`config.mk`:
```
export PLATFORM = sky130hd
export DESIGN_NAME = ascii_integer_parser
export DESIGN_NICKNAME = d
export VERILOG_FILES = /design/src/hw/rtl/aip_pkg.sv /design/src/hw/rtl/ascii_integer_parser.sv /design/src/hw/rtl/aip_in_stage.sv /design/src/hw/rtl/aip_core.sv /design/src/hw/rtl/aip_out_queue.sv
export SDC_FILE = /design/constraint.sdc
export NUM_CORES = 1
export LEC_CHECK = 0
export BUFFER_PORTS_ARGS = -buffer_cell sky130_fd_sc_hd__clkbuf_2
export CAP_MARGIN = 20
export CORE_MARGIN = 2
export CORE_UTILIZATION = 65
export CTS_BUF_LIST = sky130_fd_sc_hd__clkbuf_4 sky130_fd_sc_hd__clkbuf_8
export DETAILED_ROUTE_END_ITERATION = 10
export PLACE_DENSITY = 0.86
export SETUP_SLACK_MARGIN = 0.3
export SYNTH_ARGS = -nofsm -noshare
export SYNTH_HDL_FRONTEND = slang
export SYNTH_SLANG_ARGS = --single-unit
```
`constraint.sdc`:
```
create_clock -name clock -period 7.9 [get_ports clock]
set_clock_uncertainty 0.15 [all_clocks]
set_input_delay 0 -clock clock [delete_from_list [all_inputs] [get_ports clock]]
set_output_delay 0 -clock clock [all_outputs]
set_load 0.02 [all_outputs]
```
`src/hw/rtl/aip_pkg.sv`:
```
package aip_pkg;

   // width of the consumed-character counter, saturates at all ones
   localparam int MAX_OFFSET_BITS = 12;
   localparam int END_OFFSET_W    = 12;
   localparam int VALUE_W         = 64;
   localparam int BASE_W          = 5;
   localparam int CHAR_W          = 8;

   localparam logic [CHAR_W-1:0] CHAR_SPACE   = 8'h20;
   localparam logic [CHAR_W-1:0] CHAR_ZERO    = 8'h30;
   localparam logic [CHAR_W-1:0] CHAR_LOWER_X = 8'h78;
   localparam logic [CHAR_W-1:0] CHAR_UPPER_X = 8'h58;

   localparam logic [BASE_W-1:0] BASE_AUTO = 5'd0;
   localparam logic [BASE_W-1:0] BASE_DEC  = 5'd10;
   localparam logic [BASE_W-1:0] BASE_HEX  = 5'd16;

   // digit code for a character that is no digit at all; never below any base
   localparam logic [BASE_W-1:0] DIGIT_NONE = 5'd31;

   typedef enum logic [1:0] {
      PHASE_IDLE   = 2'd0,
      PHASE_SKIP   = 2'd1,
      PHASE_ZERO   = 2'd2,
      PHASE_DIGITS = 2'd3
   } phase_type;

   typedef struct packed {
      logic [CHAR_W-1:0] char_code;
      logic              first_char;
      logic [BASE_W-1:0] base_request;
   } req_type;

   typedef struct packed {
      logic [VALUE_W-1:0]      parsed_value;
      logic [END_OFFSET_W-1:0] end_offset;
   } rsp_type;

   function automatic logic [BASE_W-1:0] digit_of(input logic [CHAR_W-1:0] c);
      logic [BASE_W-1:0] d;
      d = DIGIT_NONE;
      if (c >= 8'h30 && c <= 8'h39) begin
         d = BASE_W'(c - 8'h30);
      end else if (c >= 8'h61 && c <= 8'h66) begin
         d = BASE_W'(c - 8'h61 + 8'd10);
      end else if (c >= 8'h41 && c <= 8'h46) begin
         d = BASE_W'(c - 8'h41 + 8'd10);
      end
      return d;
   endfunction

endpackage

```
`src/hw/rtl/ascii_integer_parser.sv`:
```
// channel    direction  handshake              payload
// request    in         req_valid / req_stall  req_char_code, req_first_char, req_base_request
// response   out        rsp_valid / rsp_stall  rsp_parsed_value, rsp_end_offset
//
// one character per cycle sustained while no string-ending character waits; a request sits in
// the input register, its parse step is done as it leaves, and results are registered;
// the per-character loop is a single 64 x 5 multiply-add on the held accumulator
// synchronous active-high reset idles the parser and empties both stages
// rsp_stall reaches req_stall only via a full queue: a two-entry output queue absorbs results,
// and only a string-ending character waits when that queue is full
module ascii_integer_parser (
   input  logic        clock,
   input  logic        reset,
   input  logic        req_valid,
   output logic        req_stall,
   input  logic [7:0]  req_char_code,
   input  logic        req_first_char,
   input  logic [4:0]  req_base_request,
   output logic        rsp_valid,
   input  logic        rsp_stall,
   output logic [63:0] rsp_parsed_value,
   output logic [11:0] rsp_end_offset
);
   import aip_pkg::*;

   req_type req_data, stage_data;
   rsp_type result, rsp_data;
   logic    stage_valid, advance, emit, space_ok;

   // pack the request fields for the input register
   assign req_data.char_code    = req_char_code;
   assign req_data.first_char   = req_first_char;
   assign req_data.base_request = req_base_request;

   // input register: holds one character until the parser takes it
   aip_in_stage u_in_stage (
      .clock       (clock),
      .reset       (reset),
      .req_valid   (req_valid),
      .req_data    (req_data),
      .req_stall   (req_stall),
      .advance     (advance),
      .stage_valid (stage_valid),
      .stage_data  (stage_data)
   );

   // parse state: phase, base, accumulator, consumed count
   aip_core u_core (
      .clock       (clock),
      .reset       (reset),
      .stage_valid (stage_valid),
      .stage_data  (stage_data),
      .space_ok    (space_ok),
      .advance     (advance),
      .emit        (emit),
      .result      (result)
   );

   // result register with a skid entry behind it
   aip_out_queue u_out_queue (
      .clock     (clock),
      .reset     (reset),
      .push      (emit),
      .push_data (result),
      .space_ok  (space_ok),
      .rsp_valid (rsp_valid),
      .rsp_data  (rsp_data),
      .rsp_stall (rsp_stall)
   );

   assign rsp_parsed_value = rsp_data.parsed_value;
   assign rsp_end_offset   = rsp_data.end_offset;

endmodule

```
`src/hw/rtl/aip_in_stage.sv`:
```
module aip_in_stage (
   input  logic             clock,
   input  logic             reset,
   input  logic             req_valid,
   input  aip_pkg::req_type req_data,
   output logic             req_stall,
   input  logic             advance,
   output logic             stage_valid,
   output aip_pkg::req_type stage_data
);
   import aip_pkg::*;

   logic    valid_ff, valid_in;
   req_type data_ff, data_in;
   logic    take;

   // slot frees in the cycle its request moves on
   assign req_stall = valid_ff && !advance;
   assign take      = req_valid && !req_stall;

   always_comb begin
      valid_in = valid_ff;
      data_in  = data_ff;
      if (take) begin
         valid_in = 1'b1;
         data_in  = req_data;
      end else if (advance) begin
         valid_in = 1'b0;
      end
   end

   always_ff @(posedge clock) begin
      if (reset) begin
         valid_ff <= 1'b0;
      end else begin
         valid_ff <= valid_in;
      end
      data_ff <= data_in;
   end

   assign stage_valid = valid_ff;
   assign stage_data  = data_ff;

endmodule

```
`src/hw/rtl/aip_core.sv`:
```
module aip_core (
   input  logic             clock,
   input  logic             reset,
   input  logic             stage_valid,
   input  aip_pkg::req_type stage_data,
   input  logic             space_ok,
   output logic             advance,
   output logic             emit,
   output aip_pkg::rsp_type result
);
   import aip_pkg::*;

   phase_type                  phase_ff, phase_in;
   logic [BASE_W-1:0]          base_ff, base_in;
   logic [VALUE_W-1:0]         acc_ff, acc_in;
   logic [MAX_OFFSET_BITS-1:0] count_ff, count_in;

   phase_type                  cur_phase;
   logic [BASE_W-1:0]          cur_base, step_base, digit;
   logic [VALUE_W-1:0]         cur_acc, product;
   logic [MAX_OFFSET_BITS-1:0] cur_count, bumped;
   logic [VALUE_W-1:0]         count_wide;
   logic                       do_digit, stop;
   logic [CHAR_W-1:0]          c;

   // a first character restarts the string whatever state is held
   always_comb begin
      c         = stage_data.char_code;
      cur_phase = stage_data.first_char ? PHASE_SKIP : phase_ff;
      cur_base  = stage_data.first_char ? stage_data.base_request : base_ff;
      cur_acc   = stage_data.first_char ? '0 : acc_ff;
      cur_count = stage_data.first_char ? '0 : count_ff;
      bumped    = (cur_count == '1) ? cur_count : cur_count + 1'b1;
   end

   always_comb begin
      do_digit  = 1'b0;
      step_base = cur_base;
      phase_in  = cur_phase;
      base_in   = cur_base;
      count_in  = cur_count;
      case (cur_phase)
         PHASE_SKIP: begin
            if (c == CHAR_SPACE) begin
               count_in = bumped;
            end else if (cur_base == BASE_AUTO && c == CHAR_ZERO) begin
               count_in = bumped;
               phase_in = PHASE_ZERO;
            end else begin
               do_digit  = 1'b1;
               step_base = (cur_base == BASE_AUTO) ? BASE_DEC : cur_base;
            end
         end
         PHASE_ZERO: begin
            if (c == CHAR_LOWER_X || c == CHAR_UPPER_X) begin
               base_in  = BASE_HEX;
               count_in = bumped;
               phase_in = PHASE_DIGITS;
            end else begin
               do_digit  = 1'b1;
               step_base = BASE_DEC;
            end
         end
         PHASE_DIGITS: begin
            do_digit = 1'b1;
         end
         default: begin
         end
      endcase

      digit   = digit_of(c);
      stop    = do_digit && (digit >= step_base);
      product = VALUE_W'(cur_acc * {{(VALUE_W-BASE_W){1'b0}}, step_base});
      acc_in  = cur_acc;
      if (do_digit) begin
         base_in = step_base;
         if (stop) begin
            phase_in = PHASE_IDLE;
         end else begin
            phase_in = PHASE_DIGITS;
            acc_in   = product + {{(VALUE_W-BASE_W){1'b0}}, digit};
            count_in = bumped;
         end
      end
   end

   // a request that ends the string needs room in the output queue
   assign emit    = stage_valid && stop && space_ok;
   assign advance = stage_valid && (!stop || space_ok);

   assign count_wide          = VALUE_W'(cur_count);
   assign result.parsed_value = cur_acc;
   assign result.end_offset   = count_wide[END_OFFSET_W-1:0];

   always_ff @(posedge clock) begin
      if (reset) begin
         phase_ff <= PHASE_IDLE;
         base_ff  <= '0;
         acc_ff   <= '0;
         count_ff <= '0;
      end else if (advance) begin
         phase_ff <= phase_in;
         base_ff  <= base_in;
         acc_ff   <= acc_in;
         count_ff <= count_in;
      end
   end

endmodule

```
`src/hw/rtl/aip_out_queue.sv`:
```
module aip_out_queue (
   input  logic             clock,
   input  logic             reset,
   input  logic             push,
   input  aip_pkg::rsp_type push_data,
   output logic             space_ok,
   output logic             rsp_valid,
   output aip_pkg::rsp_type rsp_data,
   input  logic             rsp_stall
);
   import aip_pkg::*;

   logic    main_valid_ff, main_valid_in;
   logic    skid_valid_ff, skid_valid_in;
   rsp_type main_ff, main_in;
   rsp_type skid_ff, skid_in;
   logic    pop, main_kept;

   assign space_ok = !(main_valid_ff && skid_valid_ff);
   assign pop      = main_valid_ff && !rsp_stall;
   assign main_kept = main_valid_ff && !pop;

   always_comb begin
      main_valid_in = main_valid_ff;
      skid_valid_in = skid_valid_ff;
      main_in       = main_ff;
      skid_in       = skid_ff;
      if (!main_kept) begin
         if (skid_valid_ff) begin
            main_in       = skid_ff;
            main_valid_in = 1'b1;
            skid_in       = push_data;
            skid_valid_in = push;
         end else begin
            main_in       = push_data;
            main_valid_in = push;
            skid_valid_in = 1'b0;
         end
      end else if (!skid_valid_ff) begin
         skid_in       = push_data;
         skid_valid_in = push;
      end
   end

   always_ff @(posedge clock) begin
      if (reset) begin
         main_valid_ff <= 1'b0;
         skid_valid_ff <= 1'b0;
      end else begin
         main_valid_ff <= main_valid_in;
         skid_valid_ff <= skid_valid_in;
      end
      main_ff <= main_in;
      skid_ff <= skid_in;
   end

   assign rsp_valid = main_valid_ff;
   assign rsp_data  = main_ff;

endmodule
```
Word level (Yosys, flattened, before mapping):

Index checks and enable logic that the tools add are counted.

* word-level logic and storage cells: 103
* output and inout port bits: 78
* bits in registers: 252

* reduce and logical (&&, ||, !) cells: 24
* equality and inequality tests: 8
* order comparisons: 7
* multiplexer cells: 42
* $mul: 1
* $add $sub $neg: 7

Operators with widths (number)
* 76-bit two-way mux: 3
* 64-bit two-way mux: 3
* 12-bit two-way mux: 7
* 64-bit by 5-bit adder with 64-bit output: 1
* 64-bit by 5-bit multiplier with 64-bit output: 1
* 5-bit two-way mux: 11
* 12-bit case mux with 2 select lines: 1
* 8-bit by 6-bit == test with 1-bit output (second input constant): 2
* 8-bit by 7-bit == test with 1-bit output (second input constant): 2
* 8-bit by 7-bit greater-or-equal comparator with 1-bit output (second input constant): 2
* 8-bit by 7-bit <= comparator with 1-bit output (second input constant): 2
* 1-bit logical AND: 13
* 12-bit by 1-bit adder with 12-bit output (second input constant): 1
* 12-bit == test (second input constant): 1
* 2-bit two-way mux: 6
* 5-bit by 4-bit adder with 5-bit output (second input constant): 2
* 5-bit case mux with 2 select lines: 1
* 5-bit by 1-bit subtractor with 5-bit output (second input constant): 2
* 8-bit by 6-bit greater-or-equal comparator with 1-bit output (second input constant): 1
* 8-bit by 6-bit <= comparator with 1-bit output (second input constant): 1
* 1-bit two-way mux: 8
* 1-bit zero test: 6
* 5-bit greater-or-equal comparator: 1
* 5-bit zero test: 1
* 7 further kinds: 10

Logic depth before layout (Yosys ltp):

* depth in word-level cells: 16
* depth in mapped cells: 31
* mapped depth without buffers: 27

Modules after synthesis:

From an unflattened synthesis, not the netlist that was laid out.

* cell total of the unflattened synthesis: 2322
* area, all modules: 22091.2 um2

By module, submodules not included
* aip_core: seq. area each 1661.6 um2, area an instance 14980.6 um2, cells each 1972, times used 1
* aip_out_queue: seq. area each 4604.4 um2, area an instance 6640.1 um2, cells each 332, times used 1
* aip_in_stage: seq. area each 440.4 um2, area an instance 470.5 um2, cells each 18, times used 1

Worst setup path after synthesis:

Ideal clock, no wire load.

* kind: register to register
* start point: register u_in_stage.data_ff, in the netlist u_in_stage.stage_data[5]
* end point: register u_core.acc_ff[61]
* cell stages (with the launch flop): 31
* arrival time: 6863 ps
* buffers on the path: 6
* setup slack: 758 ps
* required time: 7621 ps
* setup time: 129 ps
* cells stage by stage: edfxtp_1 > buf_6 > clkbuf_1 > clkbuf_1 > nor2_1 > inv_1 > ha_1 > clkbuf_1 > nor2_1 > and2_0 > or2_2 > clkbuf_1 > buf_1 > nor2_1 > fa_1 > fa_1 > inv_1 > fa_1 > inv_1 > ha_1 > and3_1 > nand2_1 > a2111oi_2 > nor3_1 > o21ai_1 > a41oi_1 > o41ai_1 > a21oi_1 > o21ai_1 > xnor2_1 > o21ai_0

* word-level cells in the longest chain between the ends: 11
* elaborated cells between the ends (all ways): 25
* those cells by class: add/sub: 1; mul: 1; order compare: 1; eq/ne: 3; mux: 13; reduce/logical: 6

RTL lines
* from (decl): RTL line aip_in_stage.sv:14 `req_type data_ff, data_in;`
* from (signal assigned): RTL line aip_in_stage.sv:38 `data_ff <= data_in;`
* branches (longest 11 deep; another with 64-bit by 5-bit multiplier with 64-bit output)
* to (signal assigned): RTL line aip_core.sv:104 `acc_ff <= acc_in;`
* to (decl): RTL line aip_core.sv:15 `logic [VALUE_W-1:0] acc_ff, acc_in;`

Parallel ways; which one is timed is not known.
A chain may end at the register's enable or synchronous reset.

Worst setup path after layout:

* start point: register u_in_stage.data_ff, in the netlist u_in_stage.stage_data[5]
* end point: register u_core.acc_ff[62]

The elaborated chain is that of the path after synthesis.

==> results.toml <==
[sta]
fin_crit_sh_pct = 92.4
max_freq_ghz = 0.137
setup_repair_after_global_routing_missed_its_margin = "false"
fin_max_slew_vios = 0
tightestPinTransition_ns = 1.11
fin_hold_viols = 0
max-slew-margin-rel_pct = 25.3
fin_ws_ns = 0.600
finalWorstPathRequiredPeriod_ns = 7.30
finalSetupViolations = 0
fin_tns_setup_ns = 0

[detailed_routing]
drt-total-wl_um = 55500
post_drt_wl_per_cell_um = 18.4
first_iter_violations = 1652
via_per_inst = 5.96
detailedRoute.firstPassIterationCount = 7
drc_violations = 0
detail-route-antenna-nets = 0
via_count_of_the_routed_design = 18003

[critical_path]
crit_arrival_ns = 7.59
start_kind = "register"
critPathMaxFanout = 50
end_kind = "register"
worst-setup-path-type = "register to register"
worstPathRequired_ns = 8.19

[grt]
wire_length_of_the_first_global_routing_pass_um = 89900
vias_in_the_first_global_route = 18130
met3_usage_pct = 5.02
grt-busiest-layer = "met2"
grt.met2_usage_pct = 56.4
grt_antenna_before_repair = 0
groute.layer.met1.usage_pct = 42.5
grt_start_max_net_pins = 89
grt_use_total_pct = 33.2
globalRouteOverflowTotal = 0

[synthesis]
postSynth.topFlopCell = "edfxtp_1"
synth_warn = 0
synth.top_cell.area_share_pct = 23.5
synth_top_cells_by_area = "edfxtp_1 23%, fa_1 17%, ha_1 8.2%, dfxtp_1 8.1%, nor2_1 6.9%"
synth_area_um2 = 21200
synth_edf_count = 166
cells_after_synth = 2456
postSynthRegisterBits = 252
postSynthAreaPerCell_um2 = 8.64
synth_top_cell_by_area = "edfxtp_1"
synth.lib_cells_used.distinct = 74
ys_seq_area_share_pct = 31.6
share_of_synthesized_registers_carrying_an_async_set_or_reset_pct = 0
synth_fp_nets = 2796

[cts]
cts_num_sinks = 252
longest_clk_path_bufs = 3
cts.htree.levels = 2
tritoncts = "built"
clk_pin_slew_ns = 0.07
clock_tree.root_cell = "clkbuf_8"
tritoncts_buffer_count = 45
clock_insertion_delay_at_the_later_pin_of_the_skew_report_ns = 0.62

[job]
cap_violations = 0

[die]
ios = 96
start_util_pct = 65.6
design.core.area_um2 = 32400
fp.dieH_um = 185
fp-row-count = 66
die_w_um = 185
die_area_um2 = 34100

[placement]
detailedPlace.worstSlack_ns = 0.186
place.detailed.hpwl_um = 38600
port_buffers = 95
place_congestion = 0.966

[status]
run_status = "completed"

[power]
cellPowerDensity_nw_per_um2 = 127
p_total_w = 0.00300
power.ir.vdd_worst_v = 0.000103
p_leak_nw = 10.4

[finish]
antenna-diode-count = 0
final_net_count = 2885
utilization_pct = 72.7
final_layout_size_suffix_gt1_share_pct = 10.2
area_growth_pct = 10.9

[worst_hold_path]
hold_class = "primary input to register"
==> registers in the layout, indices dropped and copies added (netlist names) <==
name	count
u_out_queue.skid_ff	76
u_in_stage.stage_data	14
u_out_queue.skid_valid_ff	1
u_in_stage.stage_valid	1
u_core.phase_ff	2
u_out_queue.rsp_data	76
u_core.acc_ff	64
u_core.base_ff	5
u_core.count_ff	12
u_out_queue.rsp_valid	1
==> worst max-delay path, cell delays in order (launching register included) <==
cell,delay (ns)
edfxtp_1,0.43
buf_6,0.35
mux2_4,0.38
o31a_1,0.33
nor2_2,0.35
a21oi_4,0.13
buf_4,0.17
buf_12,0.12
or2_2,0.31
fa_1,0.50
fa_1,0.52
fa_1,0.55
inv_1,0.04
ha_1,0.35
a211oi_1,0.31
o21a_1,0.27
nor3_4,0.08
or2_2,0.37
a21oi_2,0.25
nor3_1,0.13
nor3_1,0.22
buf_4,0.19
o21ai_0,0.13
nand4_1,0.20
mux2i_1,0.21
o21ai_0,0.10
==> synth_stat cells (all sizes together) (26+ instances only) <==
library cell    n
xor2           29
a21oi          96
nor2          393
nand3          26
inv           304
a21o           35
dfxtp          86
a22oi          36
edfxtp        166
clkbuf        100
nand2         265
o21ai         235
nand2b         88
fa            183
xnor2          36
ha            139
==> through the flow <==
stage / hold slack (ns) / std cells / cell area, um2
after CTS: 0.218 / 3012 / 23300
after global placement: 0.0299 / 2898 / 22000
after detailed placement: 0.0291 / 2898 / 22000
after global routing: 0.259 / 3020 / 23500
after floorplan: -0.0511 / 2456 / 21200
final: 0.271 / 3020 / 23500
==> layer usage <==
layer	vias up	routed length [um]
met3	160	4270
met1	8733	22100
met2	834	27100
met5	-	0
met4	0	1920
li1	8276	-
==> cells by family after synthesis <==
group / after synthesis / share of synthesized area (%)
muxes: 6 / 0.318
AOI/OAI and AO/OA: 499 / 14.1
and+or+nand+nor: 886 / 18.2
adders and majority gates: 322 / 25.4
buffers and inverters: 426 / 7.65
DFF: 252 / 31.6
xor gates and xnor gates: 65 / 2.68
==> repair_timing <==
action	CTS	global route
resized for setup	3	29
hold buffers	34	0
endpoints found under the hold margin	104	0
pin swaps	0	6
buffers inserted	0	7
setup endpoints to repair	6	26
gates cloned	0	1
==> where the power goes <==
group / switching (W) / internal, W / total, W
Clock: 0.000579 / 0.000753 / 0.00133
Sequential: 0.0000137 / 0.00141 / 0.00143
Combinational: 0.000163 / 0.0000730 / 0.000236
Total: 0.000757 / 0.00224 / 0.00300
==> area by class of cell <==
cell class	count	area [um2]
inverter	304	1140
clock inverter	14	143
clock buffer	66	808
tap	442	553
sequential	252	6710
timing repair buffer	163	1100
multi-input combinational	1779	13100
fill	2398	8830
==> worst paths after layout <==
check,start,end,slack (ns),cells past startpoint
worst min-delay path,rsp_stall,u_out_queue.rsp_valid$_SDFFE_PP0N_,0.27,4
worst min register to register,u_core.base_ff[2]$_SDFFE_PP0P_,u_core.base_ff[2]$_SDFFE_PP0P_,0.31,2
worst max-delay path,u_in_stage.stage_data[5]$_DFFE_PP_,u_core.acc_ff[62]$_SDFFE_PP0P_,0.60,25
worst max register to register,u_in_stage.stage_data[5]$_DFFE_PP_,u_core.acc_ff[62]$_SDFFE_PP0P_,0.60,25
==> cell usage in the layout, fill, tap and decap left out, types with 50 or more instances in the layout <==
| cell | Yosys | final |
|---|---|---|
| clkbuf_2 | 1 | 95 |
| nor2_1 | 393 | 390 |
| nand2_1 | 265 | 262 |
| a21oi_1 | 96 | 92 |
| nand2b_1 | 88 | 88 |
| fa_1 | 183 | 183 |
| dfxtp_1 | 86 | 85 |
| clkbuf_8 | 0 | 50 |
| inv_1 | 304 | 303 |
| edfxtp_1 | 166 | 166 |
| o21ai_0 | 227 | 224 |
| ha_1 | 139 | 138 |
No activity file was read; power rests on OpenSTA's default activity.
